==> config.mk <==
export PLATFORM = sky130hd
export DESIGN_NAME = touch_sample_debounce_map
export DESIGN_NICKNAME = d
export VERILOG_FILES = /design/src/hw/rtl/tsdm_pkg.sv /design/src/hw/rtl/tsdm_map.sv /design/src/hw/rtl/touch_sample_debounce_map.sv
export SDC_FILE = /design/constraint.sdc
export NUM_CORES = 1
export LEC_CHECK = 0
export ABC_AREA = 1
export ABC_CLOCK_PERIOD_IN_PS = 24500
export BUFFER_PORTS_ARGS = -buffer_cell sky130_fd_sc_hd__buf_4
export CAP_MARGIN = 20
export CORE_UTILIZATION = 65
export DETAILED_ROUTE_END_ITERATION = 7
export MAX_ROUTING_LAYER = met4
export PLACE_DENSITY = 0.94
export SYNTH_ARGS = -nofsm -noshare
export SYNTH_HDL_FRONTEND = slang
export SYNTH_HIERARCHICAL = 1
export SYNTH_SLANG_ARGS = --single-unit
==> constraint.sdc <==
create_clock -name clk_i -period 24.5 [get_ports clk_i]
set_input_delay 4.9 -clock clk_i [delete_from_list [all_inputs] [get_ports clk_i]]
set_output_delay 4.9 -clock clk_i [all_outputs]
set_load 0.005 [all_outputs]
==> src/hw/rtl/tsdm_pkg.sv <==
// package: shared types, codes and calibration constants of the touch sample mapper
`default_nettype none

package tsdm_pkg;

  // result classification codes
  typedef enum logic [2:0] {
    EvUncertain = 3'd0,
    EvNoTouch   = 3'd1,
    EvPresent   = 3'd2,
    EvTouch     = 3'd3,
    EvRelease   = 3'd4
  } event_e;

  // rotation codes
  localparam logic [1:0] RotNone     = 2'd0;
  localparam logic [1:0] RotQuarter  = 2'd1;
  localparam logic [1:0] RotHalf     = 2'd2;
  localparam logic [1:0] RotThreeQtr = 2'd3;

  // configuration register indexes
  localparam int unsigned CfgIdxW = 8;
  localparam int unsigned CfgDataW = 16;
  localparam logic [CfgIdxW-1:0] CfgRotation   = 8'd0;
  localparam logic [CfgIdxW-1:0] CfgTouchThr   = 8'd1;
  localparam logic [CfgIdxW-1:0] CfgReleaseThr = 8'd2;
  localparam logic [CfgIdxW-1:0] CfgDebounce   = 8'd3;

  // configuration reset values
  localparam logic [1:0]  RotationRst   = RotNone;
  localparam logic [11:0] TouchThrRst   = 12'd5;
  localparam logic [11:0] ReleaseThrRst = 12'd0;
  localparam logic [15:0] DebounceRst   = 16'd20;

  // calibration limits
  localparam logic [11:0] LongLo  = 12'd300;
  localparam logic [11:0] ShortLo = 12'd550;
  localparam logic [9:0]  LongSpan  = 10'd320;
  localparam logic [9:0]  ShortSpan = 10'd240;

  // span / (hi - lo) folded with a 2^-26 reciprocal: 24/305 and 32/345,
  // rounded up so the truncated quotient is exact over all 12-bit offsets
  localparam int unsigned RecipShift = 26;
  localparam int unsigned MulW = 23;
  localparam logic [MulW-1:0] ShortMul = 23'd5280720;
  localparam logic [MulW-1:0] LongMul  = 23'd6224608;

  localparam int unsigned InDataW  = 72;
  localparam int unsigned OutDataW = 64;

  typedef struct packed {
    logic [3:0]  pad;
    logic [31:0] now_ms;
    logic [11:0] pressure;
    logic [11:0] raw_y;
    logic [11:0] raw_x;
  } in_item_t;

  typedef struct packed {
    logic [4:0]        pad;
    event_e            event_res;
    logic [11:0]       raw_y_out;
    logic [11:0]       raw_x_out;
    logic [11:0]       pressure_out;
    logic signed [9:0] screen_y;
    logic signed [9:0] screen_x;
  } out_item_t;

endpackage

`default_nettype wire

==> src/hw/rtl/tsdm_map.sv <==
// one axis of the coordinate mapping: offset, scaled quotient, mirror
`default_nettype none

module tsdm_map
  import tsdm_pkg::*;
(
  input  wire logic [11:0]       raw_i,
  input  wire logic              long_axis_i,
  input  wire logic              mirror_i,
  output logic signed [9:0]      screen_o
);

  logic [11:0]        lo;
  logic [MulW-1:0]    mul;
  logic [9:0]         span;
  logic               below;
  logic [11:0]        offset;
  logic [12+MulW-1:0] product;
  logic [8:0]         quot;
  logic [9:0]         base;

  always_comb begin
    lo     = long_axis_i ? LongLo : ShortLo;
    mul    = long_axis_i ? LongMul : ShortMul;
    span   = long_axis_i ? LongSpan : ShortSpan;
    below  = raw_i < lo;
    offset = below ? (lo - raw_i) : (raw_i - lo);
    // quotient magnitude; sign applied after so division truncates toward zero
    product = {{MulW{1'b0}}, offset} * {12'd0, mul};
    quot    = product[RecipShift+8:RecipShift];
    base    = mirror_i ? span : 10'd0;
    if (below ^ mirror_i) begin
      screen_o = $signed(base - {1'b0, quot});
    end else begin
      screen_o = $signed(base + {1'b0, quot});
    end
  end

endmodule

`default_nettype wire

==> src/hw/rtl/touch_sample_debounce_map.sv <==
// top level: touch sample mapper with touch/release hysteresis and debounce
//
//  channel  | direction | handshake                   | payload
//  ---------+-----------+-----------------------------+------------------------------
//  s_axis   | in        | s_axis_tvalid/s_axis_tready | raw sample, 72-bit tdata
//  m_axis   | out       | m_axis_tvalid/m_axis_tready | mapped result, 64-bit tdata
//  cfg      | in        | cfg_valid_i/cfg_ready_o     | register index and write data
//
// one sample per cycle unless the result side stalls; input register, then result register
// the touch/debounce state is updated as a sample moves into the result register,
// so consecutive samples chain through it without bubbles
// reset clears configuration to defaults, touch state to released, start time to 0
// a stalled result holds in the result register while one more sample waits in
// the input register; cfg writes are always taken
`default_nettype none

module touch_sample_debounce_map
  import tsdm_pkg::*;
(
  input  wire logic                clk_i,
  input  wire logic                rst_ni,
  input  wire logic                s_axis_tvalid,
  output logic                     s_axis_tready,
  // raw_x[11:0], raw_y[23:12], pressure[35:24], now_ms[67:36], zero pad
  input  wire logic [InDataW-1:0]  s_axis_tdata,
  output logic                     m_axis_tvalid,
  input  wire logic                m_axis_tready,
  // screen_x[9:0], screen_y[19:10], pressure_out[31:20], raw_x_out[43:32],
  // raw_y_out[55:44], event_res[58:56], zero pad
  output logic [OutDataW-1:0]      m_axis_tdata,
  input  wire logic                cfg_valid_i,
  output logic                     cfg_ready_o,
  input  wire logic [CfgIdxW-1:0]  cfg_index_i,
  input  wire logic [CfgDataW-1:0] cfg_data_i
);

  logic [1:0]  rotation_q;
  logic [11:0] touch_thr_q;
  logic [11:0] release_thr_q;
  logic [15:0] debounce_q;

  logic        touched_q, touched_d;
  logic [31:0] start_q, start_d;

  logic      in_valid_q;
  in_item_t  in_item_q;
  logic      out_valid_q;
  out_item_t out_item_q, out_item_d;
  logic      advance;

  logic              long_x, mirror;
  logic signed [9:0] screen_x, screen_y;
  logic              cand;
  event_e            ev;
  logic [31:0]       elapsed;

  assign cfg_ready_o = 1'b1;

  always_ff @(posedge clk_i or negedge rst_ni) begin
    if (!rst_ni) begin
      rotation_q    <= RotationRst;
      touch_thr_q   <= TouchThrRst;
      release_thr_q <= ReleaseThrRst;
      debounce_q    <= DebounceRst;
    end else if (cfg_valid_i) begin
      case (cfg_index_i)
        CfgRotation:   rotation_q    <= cfg_data_i[1:0];
        CfgTouchThr:   touch_thr_q   <= cfg_data_i[11:0];
        CfgReleaseThr: release_thr_q <= cfg_data_i[11:0];
        CfgDebounce:   debounce_q    <= cfg_data_i;
        default: ;
      endcase
    end
  end

  // handshake: input stage drains whenever the result register is free or taken
  assign advance       = in_valid_q && (!out_valid_q || m_axis_tready);
  assign s_axis_tready = !in_valid_q || advance;
  assign m_axis_tvalid = out_valid_q;
  assign m_axis_tdata  = out_item_q;

  always_ff @(posedge clk_i or negedge rst_ni) begin
    if (!rst_ni) begin
      in_valid_q  <= 1'b0;
      out_valid_q <= 1'b0;
      touched_q   <= 1'b0;
      start_q     <= 32'd0;
    end else begin
      if (s_axis_tready) begin
        in_valid_q <= s_axis_tvalid;
      end
      if (advance) begin
        out_valid_q <= 1'b1;
        touched_q   <= touched_d;
        start_q     <= start_d;
      end else if (m_axis_tready) begin
        out_valid_q <= 1'b0;
      end
    end
  end

  always_ff @(posedge clk_i) begin
    if (s_axis_tready && s_axis_tvalid) begin
      in_item_q <= s_axis_tdata;
    end
    if (advance) begin
      out_item_q <= out_item_d;
    end
  end

  // rotation picks which raw axis uses the long limits and whether the axes mirror
  always_comb begin
    case (rotation_q)
      RotQuarter:  begin long_x = 1'b1; mirror = 1'b1; end
      RotHalf:     begin long_x = 1'b0; mirror = 1'b1; end
      RotThreeQtr: begin long_x = 1'b1; mirror = 1'b0; end
      default:     begin long_x = 1'b0; mirror = 1'b0; end
    endcase
  end

  tsdm_map u_map_x (
    .raw_i       (in_item_q.raw_x),
    .long_axis_i (long_x),
    .mirror_i    (mirror),
    .screen_o    (screen_x)
  );

  tsdm_map u_map_y (
    .raw_i       (in_item_q.raw_y),
    .long_axis_i (!long_x),
    .mirror_i    (mirror),
    .screen_o    (screen_y)
  );

  // hysteresis and debounce
  always_comb begin
    cand      = touched_q;
    ev        = EvUncertain;
    touched_d = touched_q;
    start_d   = start_q;
    elapsed   = in_item_q.now_ms - start_q;
    if (in_item_q.pressure >= touch_thr_q) begin
      cand = 1'b1;
      ev   = EvPresent;
    end else if (in_item_q.pressure <= release_thr_q) begin
      cand = 1'b0;
      ev   = EvNoTouch;
    end
    if (cand == touched_q) begin
      start_d = in_item_q.now_ms;
    end else if (elapsed >= {16'd0, debounce_q}) begin
      start_d   = in_item_q.now_ms;
      touched_d = cand;
      ev        = cand ? EvTouch : EvRelease;
    end
  end

  always_comb begin
    out_item_d              = '0;
    out_item_d.screen_x     = screen_x;
    out_item_d.screen_y     = screen_y;
    out_item_d.pressure_out = in_item_q.pressure;
    out_item_d.raw_x_out    = in_item_q.raw_x;
    out_item_d.raw_y_out    = in_item_q.raw_y;
    out_item_d.event_res    = ev;
  end

endmodule

`default_nettype wire

==> flow_metrics.py, run 1 <==
metrics = {
    "route": {
        "viasPerCell": 5.54,
        "drt_iter0_markers": 1839,
        "first_pass_iters": 8,
        "via_count": 20232,
        "wl_per_cell_um": 16.9,
        "ant_nets": 0,
        "drcViolationCount": 0,
        "routed_wl_mm": 61.7,
    },
    "synth": {
        "synth_top_flop_cell": "edfxtp_1",
        "synth-edff-count": 127,
        "postSynthCellCount": 3009,
        "ys_types": 58,
        "synthArstFlopShare": 0.377,
        "yosysSeqAreaShare": 0.237,
        "ys_ff_latch": 204,
        "synth_area_um2": 24300,
        "synth.avg_cell_area_um2": 8.07,
        "yosysWarnings": 6,
    },
    "critical_path": {
        "cp.required_ns": 24.81,
        "cp_max_fo": 25,
        "path_common_cell": "nand2_1",
        "crit_type": "flop to flop",
        "start_kind": "flop",
        "end_kind": "flop",
        "cp_slowest_cell": "xor2_1",
        "worstPathArrival_ns": 11.73,
        "critPathMaxStageDelay_ns": 0.75,
    },
    "layout": {
        "final_common_cell": "inv_1",
        "syn2layout_area_growth_pct": 10.2,
        "drive_gt1_frac": 0.0880,
        "final_cell_mix": "759 x inv_1, 694 x nand2_1, 281 x ha_1",
        "fin_nets": 3801,
    },
    "clock_tree": {
        "cts-resized-gates": 0,
        "cts.path.max_buffers": 3,
        "cts_tree": "done",
        "htreeDepth": 1,
        "ctsHoldBuffers": 0,
        "path_clk_slew_ns": 0.07,
        "clockRootBuffer": "clkbuf_16",
        "clock_sinks": 204,
        "cts_setup_buffers": 0,
        "clock_latency_ns": 0.56,
        "numCtsBuffers": 24,
    },
    "global_routing": {
        "grt_pass1_wl_mm": 102,
        "grt_overflow_total": 0,
        "grt.busiest_layer": "met2",
        "grtUsageMet3": 0.0613,
        "grt_util_met1": 0.412,
        "grt_use_total": 0.348,
        "antenna_found_initial": 2,
        "grt_pass1_vias": 20975,
        "grt_max_degree": 80,
        "grtUsageMet2": 0.576,
    },
    "floorplan": {
        "initial_core_util": 0.661,
        "rows": 70,
        "die_w_um": 195,
        "io_pins": 168,
        "die_y_um": 195,
        "fp.coreArea_um2": 36700,
        "die_area_um2": 38100,
    },
    "sta": {
        "slew_violations": 0,
        "setup_viol": 0,
        "rsz0062_at_grt": "false",
        "hold_viol": 0,
        "slew_headroom": 0.300,
        "finalClockSkew_ns": 0.0144,
        "period_needed_ns": 11.42,
        "setup_tns_ns": 0,
        "min_period_over_period": 0.466,
        "worst_pin_slew_ns": 1.05,
        "max_clock_freq_ghz": 0.0876,
    },
    "placed_design": {
        "port_buffers": 157,
        "gp_congestion": 0.989,
        "dp_hpwl_mm": 49.2,
    },
    "status": {
        "outcome": "finished clean",
    },
    "run": {
        "maxCapViolations": 0,
    },
    "hold_path": {
        "holdCritPathClass": "flop to flop",
    },
}
## worst paths after layout
kind | start | endpoint | slack, ns | cells after the start
max in group asynchronous | rst_ni | touch_thr_q[1] | 19.36 | 1
max reg2reg | rotation_q[0] | m_axis_tdata[9] | 13.08 | 47
min in group asynchronous | rst_ni | start_q[12] | 4.50 | 1
max | rotation_q[0] | m_axis_tdata[9] | 13.08 | 47
min reg2reg | in_item_q[24] | m_axis_tdata[20] | 0.46 | 0
min | in_item_q[24] | m_axis_tdata[20] | 0.46 | 0
## flip-flops by register name, indices dropped and copies added (netlist names)
name / flops
m_axis_tdata: 59
touched_q: 1
rotation_q: 2
start_q: 32
release_thr_q: 12
debounce_q: 16
m_axis_tvalid: 1
in_valid_q: 1
in_item_q: 68
touch_thr_q: 12
## cells in the mapped netlist, types with 8 or more instances
master / n / area (um^2)
a21oi_1: 105 / 526
buf_4: 10 / 75.1
clkbuf_1: 18 / 67.6
dfrtp_1: 73 / 1830
edfxtp_1: 127 / 3810
fa_1: 255 / 5100
ha_1: 281 / 3520
inv_1: 760 / 2850
inv_2: 8 / 30.0
nand2_1: 694 / 2610
nand2_2: 19 / 119
nand3_1: 136 / 681
nand3b_1: 11 / 82.6
nand4_1: 30 / 188
nor2_1: 201 / 754
nor2_2: 11 / 68.8
nor3_1: 18 / 90.1
o21ai_0: 88 / 440
o21ai_2: 8 / 70.1
xnor2_1: 10 / 87.6
xor2_1: 53 / 464
## metal layers
metal / vias up / wire [um]
met1: 9517 / 24300
met2: 985 / 29500
met5: - / 0
li1: 9493 / -
met4: 0 / 3270
met3: 237 / 4620
## cell type report
cell class | instances | area, um^2
Tap cell | 468 | 586
Multi-Input combinational cell | 2001 | 15400
Clock buffer | 35 | 734
Antenna cell | 3 | 7.51
Sequential cell | 204 | 5750
Inverter | 769 | 2890
Clock inverter | 9 | 111
Timing Repair Buffer | 164 | 1230
Fill cell | 2519 | 9960
## worst max-delay path, delay by kind of cell, from the launching register on
family / cells / cell delay, ns
and+or+nand+nor: 21 / 2.81
AOI/OAI and AO/OA: 5 / 1.07
adders and majority gates: 10 / 4.18
buffers and inverters: 10 / 1.94
xor gates and xnor gates: 1 / 0.75
DFF: 1 / 0.40
## metrics by stage
stage	instance area, um^2	utilization	hold WS [ns]	std cells	setup slack, ns
final	26700	0.729	0.461	3653	13.08
after floorplan	24300	-	0.426	3015	14.53
after global routing	26700	0.729	0.487	3652	12.54
after detailed placement	25900	0.705	0.458	3606	13.69
after CTS	26700	0.728	0.466	3650	13.46
after global placement	25900	0.705	0.453	3606	14.08
## cells by family (layout without fill, tap and decap cells)
kind of cell	Yosys count	in the layout	share of synthesized area
compound gates	244	244	0.0565
mux	2	2	0.000825
other cells	6	15	0.000928
simple gates	1141	1141	0.196
fa+ha+maj	536	536	0.355
buf+inv	810	977	0.129
flops	204	204	0.237
xor+xnor	66	66	0.0247
Power of run 1 is left out: the tool's default activity adds up to more than one toggle a clock period on the data nets, which glitch-free logic cannot reach.
==> run 2, diff against run 1 <==
Settings changed: ABC_CLOCK_PERIOD_IN_PS 24500 to 12000, CORE_UTILIZATION 65 to 63, PLACE_DENSITY 0.94 to 0.92.
Clock period 24.5 ns to 12 ns, I/O delays scaled along.
==> flow_metrics.py, run 2 (synthesized netlist as in run 1, its figures left out) <==
metrics = {
    "critical_path": {
        "cp.required_ns": 12.30,
        "crit_buf_inv": 14,
        "end_kind": "flop",
        "cp_slowest_cell": "fa_1",
        "worstPathArrival_ns": 11.01,
        "cp_max_fo": 25,
        "start_kind": "flop",
        "crit_family": "adder cells",
        "critPathMaxStageDelay_ns": 0.59,
        "crit_type": "flop to flop",
    },
    "sta": {
        "period_needed_ns": 10.71,
        "hold_viol": 0,
        "rsz0062_at_grt": "false",
        "slew_violations": 0,
        "setup_tns_ns": 0,
        "max_clock_freq_ghz": 0.0934,
        "min_period_over_period": 0.892,
        "worst_pin_slew_ns": 1.12,
        "slew_headroom": 0.252,
        "finalClockSkew_ns": 0.0296,
        "setup_viol": 0,
    },
    "route": {
        "wl_per_cell_um": 16.1,
        "first_pass_iters": 6,
        "via_count": 20040,
        "drcViolationCount": 0,
        "drt_iter0_markers": 1367,
        "routed_wl_mm": 59.6,
        "viasPerCell": 5.41,
        "ant_nets": 0,
    },
    "placed_design": {
        "gp_congestion": 1.06,
        "dpl.cell_count": 3652,
        "dp_hpwl_mm": 48.1,
        "port_buffers": 157,
    },
    "floorplan": {
        "die_w_um": 198,
        "io_pins": 168,
        "fp.coreArea_um2": 37800,
        "die_y_um": 198,
        "die_area_um2": 39300,
        "initial_core_util": 0.643,
        "rows": 71,
    },
    "clock_tree": {
        "path_clk_slew_ns": 0.06,
        "clock_sinks": 204,
        "numCtsBuffers": 24,
        "cts.path.max_buffers": 3,
        "cts-resized-gates": 0,
        "clock_latency_ns": 0.55,
        "cts_tree": "done",
        "cts_setup_buffers": 0,
        "clockRootBuffer": "clkbuf_16",
        "ctsHoldBuffers": 0,
        "htreeDepth": 1,
    },
    "global_routing": {
        "antenna_found_initial": 8,
        "grt_overflow_total": 0,
        "grt_max_degree": 78,
        "grt_pass1_vias": 20701,
        "grt_pass1_wl_mm": 100,
        "grt_use_total": 0.333,
    },
    "status": {
        "outcome": "finished clean",
    },
    "layout": {
        "largest_register_ffs": 68,
        "postLayoutCoreUtil": 0.710,
        "final_cell_mix": "759 x inv_1, 694 x nand2_1, 281 x ha_1",
        "drive_gt1_frac": 0.0898,
        "final_common_cell": "inv_1",
        "regMostFlops": "in_item_q",
        "final_cells": 3704,
        "syn2layout_area_growth_pct": 10.4,
        "fin_nets": 3804,
    },
    "hold_path": {
        "holdCritPathClass": "flop to flop",
    },
    "run": {
        "maxCapViolations": 0,
    },
}
==> run 2: cell count changes in the layout (fill, tap and decap cells not counted), sizes merged <==
cell and change:
clkinv +1, clkbuf -4, buf +3, clkinvlp +2, inv +2, bufinv -1
diode +5
==> run 2: area by class of cell <==
class | count | area (um^2)
clock inverters | 13 | 95.1
diodes | 8 | 20.0
well taps | 511 | 639
fillers | 2726 | 11000
flip-flops and latches | 204 | 5750
clock buffers | 31 | 721
repair buffers | 167 | 1250
multi-input cells | 2001 | 15400
inverters | 769 | 2890
==> run 2: worst register-to-register path, delay by kind of cell, from the launching register on <==
family	cells	cell delay (ns)
adders and majority gates	11	4.12
and+or+nand+nor	20	3.06
buffers and inverters	14	2.04
AOI/OAI and AO/OA	3	0.74
DFF	1	0.39
xor gates and xnor gates	1	0.12
==> run 2: metrics by stage <==
stage	hold slack, ns	instance area [um^2]	setup slack, ns
after floorplan	0.426	24300	2.69
after global placement	0.434	26000	1.92
after detailed placement	0.458	26000	1.59
after CTS	0.473	26800	1.51
after global routing	0.482	26800	0.652
final	0.466	26800	1.29
==> run 2: per-layer routing <==
layer,share of wire,vias to the layer above,GRT usage,wire length (um)
met2,0.48,818,0.548,28900
met1,0.39,9491,0.396,23200
met5,0,-,-,0
met4,0.052,0,0.156,3080
met3,0.075,207,0.0603,4470
li1,-,9524,-,-
==> run 2: final timing paths <==
kind / slack (ns) / to / start / depth (start not counted)
max in group asynchronous: 9.35 / start_q[2] / rst_ni / 1
min in group asynchronous: 2.02 / start_q[9] / rst_ni / 1
worst min-delay path: 0.47 / m_axis_tdata[20] / in_item_q[24] / 0
worst max register to register: 1.29 / m_axis_tdata[9] / rotation_q[1] / 49
worst max-delay path: 1.29 / m_axis_tdata[9] / rotation_q[1] / 49
worst min register to register: 0.47 / m_axis_tdata[20] / in_item_q[24] / 0
Power of run 2 is left out for the same reason.
